===== src/rmds_ram.sv =====
`default_nettype none
// ----------------------------------------------------------------------------
// rmds_ram
// Generic single-port RAM: one address, write enable, registered read data.
// ----------------------------------------------------------------------------
module rmds_ram #(
    parameter int WIDTH = 8,
    parameter int DEPTH = 16,
    parameter int AW    = (DEPTH > 1) ? $clog2(DEPTH) : 1
) (
    input  wire logic             clk,
    input  wire logic             we,
    input  wire logic [AW-1:0]    addr,
    input  wire logic [WIDTH-1:0] wdata,
    output logic      [WIDTH-1:0] rdata
);

    logic [WIDTH-1:0] mem [DEPTH];

    always_ff @(posedge clk)
    begin
        if (we)
        begin
            mem[addr] <= wdata;
        end
        rdata <= mem[addr];
    end

endmodule
`default_nettype wire


===== config.mk =====
export PLATFORM = sky130hd
export DESIGN_NAME = rmds_ram
export DESIGN_NICKNAME = d
export VERILOG_FILES = /design/src/rmds_ram.sv
export SDC_FILE = /design/constraint.sdc
export NUM_CORES = 1
export LEC_CHECK = 0
export BUFFER_PORTS_ARGS = -buffer_cell sky130_fd_sc_hd__clkbuf_2
export CAP_MARGIN = 10
export CELL_PAD_IN_SITES_DETAIL_PLACEMENT = 1
export CELL_PAD_IN_SITES_GLOBAL_PLACEMENT = 1
export CORE_ASPECT_RATIO = 1.1
export CORE_MARGIN = 2
export CORE_UTILIZATION = 50
export CTS_CLUSTER_SIZE = 30
export DETAILED_ROUTE_END_ITERATION = 10
export GPL_TIMING_DRIVEN = 0
export PLACE_DENSITY = 0.85
export SYNTH_ARGS = -nofsm -noshare
export SYNTH_HDL_FRONTEND = slang
export SYNTH_SLANG_ARGS = --single-unit

===== constraint.sdc =====
create_clock -name clk -period 2 [get_ports clk]
set_input_delay 0.3 -clock clk [delete_from_list [all_inputs] [get_ports clk]]
set_output_delay 0.3 -clock clk [all_outputs]
set_load 0.02 [all_outputs]

==> results.sh <==
export IMPL_route_detailed_wl_per_inst_um=27.5
export IMPL_post_cts_buffers=0
export IMPL_synth_area_per_cell_um2=22.0
export IMPL_initial_utilization=0.512
export IMPL_synth_nets=244
export IMPL_cp_data_required_time_ns=2.16
export IMPL_io_buffers=19
export IMPL_finalSetupViolations=0
export IMPL_rrSetupSlack_ns=0.59
export IMPL_yosys_warnings=0
export IMPL_worstHoldStart="wdata[2]"
export IMPL_hold_viol_final=0
export IMPL_peakVddDrop_mv=0.703
export IMPL_globalRouteOverflowTotal=0
export IMPL_fp_dieArea_um2=11000
export IMPL_grt_total_usage=0.226
export IMPL_num_rows=38
export IMPL_timing_max_cap_violations=0
export IMPL_core_region_area_um2=9890
export IMPL_place_congestion=0.753
export IMPL_number_of_antenna_violations_at_the_first_check_in_global_routing=0
export IMPL_cts_max_path_buffers=2
export IMPL_h_tree_level_count=4
export IMPL_r2r_start="mem[15][5]"
export IMPL_setup_worst_path_class="input port to register"
export IMPL_vias=2425
export IMPL_tritoncts_num_buffers=17
export IMPL_depth_of_the_worst_register_to_register_path=3
export IMPL_endpoint_kind="register"
export IMPL_antenna_left=0
export IMPL_fin_setup_tns_ns=0
export IMPL_netlist_cell_type_count=18
export IMPL_cts_root_buf="clkbuf_8"
export IMPL_timing_hold_ws_ns=0.266
export IMPL_unrepaired_setup_endpoints_after_global_routing="no"
export IMPL_max_freq_mhz=547
export IMPL_grt_pass1_vias=2681
export IMPL_dp_final_hpwl_mm=6.79
export IMPL_status="finished clean"
export IMPL_final_layout_size_suffix_gt1_frac=0.312
export IMPL_holdCritPathClass="input port to register"
export IMPL_final_min_period_ns=1.83
export IMPL_insertion_delay_ns=0.53
export IMPL_worst_hold_path_num_cells=1
export IMPL_clock_skew_final_ns=0.00686
export IMPL_synth_seq_area_share=0.790
export IMPL_final_net_count=283
export IMPL_maxSlewHeadroom=0.229
export IMPL_routed_wl_mm=11.0
export IMPL_fin_total_pwr_uw=6910
export IMPL_drt_pass1_iter_count=4
export IMPL_cts_hold_buffers_added=0
export IMPL_worst_pin_slew_ns=1.15
export IMPL_chipHeight_um=110
export IMPL_post_route_drc_count=0
export IMPL_critPathLaunch="addr[1]"
export IMPL_hold_path_end="mem[15][2]"
export IMPL_pin_count_of_the_biggest_net_entering_global_routing=17
export IMPL_clk_pin_slew_ns=0.06
export IMPL_grt_pass1_wl_mm=16.5
export IMPL_viasPerCell=6.03
export IMPL_n_antenna_cell=0
export IMPL_netlist_instances=230
export IMPL_leakage_uw=0.00196
export IMPL_die_width_um=100
export IMPL_drt_iter0_markers=221
export IMPL_clock_sinks=136
export IMPL_final_cycle_share=0.914
export IMPL_io_pin_count=22
export IMPL_timing_critical_path_arrival_ns=1.98
export IMPL_area_growth_pct=17.7
export IMPL_ys_seq_elements=136
export IMPL_slew_viol_final=0
export IMPL_netlist_area_um2=5070
export IMPL_postCtsResizedCells=0
export IMPL_tritoncts="done"
export IMPL_crit_reg2reg_capture="rdata[5]"
export IMPL_timing_critical_path_fanout_max=10
export IMPL_power_density_nw_per_um2=1160
export IMPL_critPathLaunchType="input port"
## layer usage
metal / wire length, um / vias to the layer above / share of wire / GRT usage
met2: 5610 / 84 / 0.51 / 0.365
met4: 284 / 0 / 0.026 / 0.105
li1: - / 1041 / - / -
met3: 506 / 19 / 0.046 / 0.0610
met1: 4650 / 1281 / 0.42 / 0.290
met5: 0 / - / 0 / 0
## worst max-delay path, cell delays in order
cell and delay [ns]:
buf_2 0.24, buf_1 0.48, nand2_1 0.26, nor2_1 0.69
## layout make-up
| cell class | count | area, um^2 |
|---|---|---|
| fill | 840 | 3920 |
| clock buffer | 24 | 470 |
| sequential | 136 | 4000 |
| multi-input combinational | 83 | 1010 |
| tap | 120 | 150 |
| clock inverter | 8 | 168 |
| timing repair buffer | 20 | 100 |
| buffer | 11 | 60.1 |
## sequential cells by signal, indices dropped and copies added (netlist names)
| register | cells |
|---|---|
| mem | 128 |
| rdata | 8 |
## power breakdown
group	leakage, uW	switching [uW]	internal [uW]
registers	0.00122	19.2	3190
clock network	0.000309	1130	2250
logic	0.000427	207	120
total	0.00196	1360	5560
## synthesized netlist by cell type
| master | count | area, um^2 |
|---|---|---|
| buf_6 | 2 | 22.5 |
| nand2_1 | 9 | 33.8 |
| nor2_1 | 13 | 48.8 |
| buf_2 | 2 | 10.0 |
| and2_1 | 1 | 6.26 |
| or3b_2 | 1 | 8.76 |
| clkbuf_2 | 1 | 5.00 |
| mux4_2 | 32 | 721 |
| dfxtp_1 | 8 | 160 |
| nor3_1 | 4 | 20.0 |
| clkbuf_1 | 2 | 7.51 |
| nand3b_1 | 2 | 15.0 |
| nor2b_1 | 2 | 12.5 |
| buf_1 | 4 | 15.0 |
| nand2b_1 | 2 | 12.5 |
| a22oi_1 | 16 | 120 |
| nand3_1 | 1 | 5.00 |
| edfxtp_1 | 128 | 3840 |
## per-stage QoR
step                instance area, um^2   util  worst slack, ns  instances
floorplan                          5070      -            0.207        230
detailed placement                 5310  0.537           -0.518        369
CTS                                5950  0.602           0.0696        401
finish                             5970  0.603            0.171        402
global placement                   5310  0.537           -0.380        369
global route                       5970  0.603           0.0467        402
## logic make-up (layout without fill, tap and decap cells)
| group | Yosys count | in the layout | synth area share |
|---|---|---|---|
| mux | 32 | 32 | 0.142 |
| buf+inv | 11 | 63 | 0.0119 |
| simple gates | 35 | 35 | 0.0321 |
| compound gates | 16 | 16 | 0.0237 |
| flops | 136 | 136 | 0.790 |
## placed cells by master, fill, tap and decap left out, drive strengths merged, types with 2 or more instances in the layout
cell type	instances
clkinv	2
buf	9
nor2b	2
bufinv	5
nand3b	2
dfxtp	8
edfxtp	128
nor3	4
mux4	32
nand2	9
clkbuf	46
nor2	13
nand2b	2
a22oi	16
## how the worst max path moves through the flow
stage	slack [ns]	cells past startpoint	to
final	0.17	4	mem[3][3]
after detailed placement	-0.52	3	mem[0][2]
after global placement	-0.38	3	mem[0][0]
after global routing	0.05	4	mem[7][1]
after CTS	0.07	3	mem[0][0]
after floorplan	0.21	2	mem[0][0]
Power figures use the tool's default switching activity.
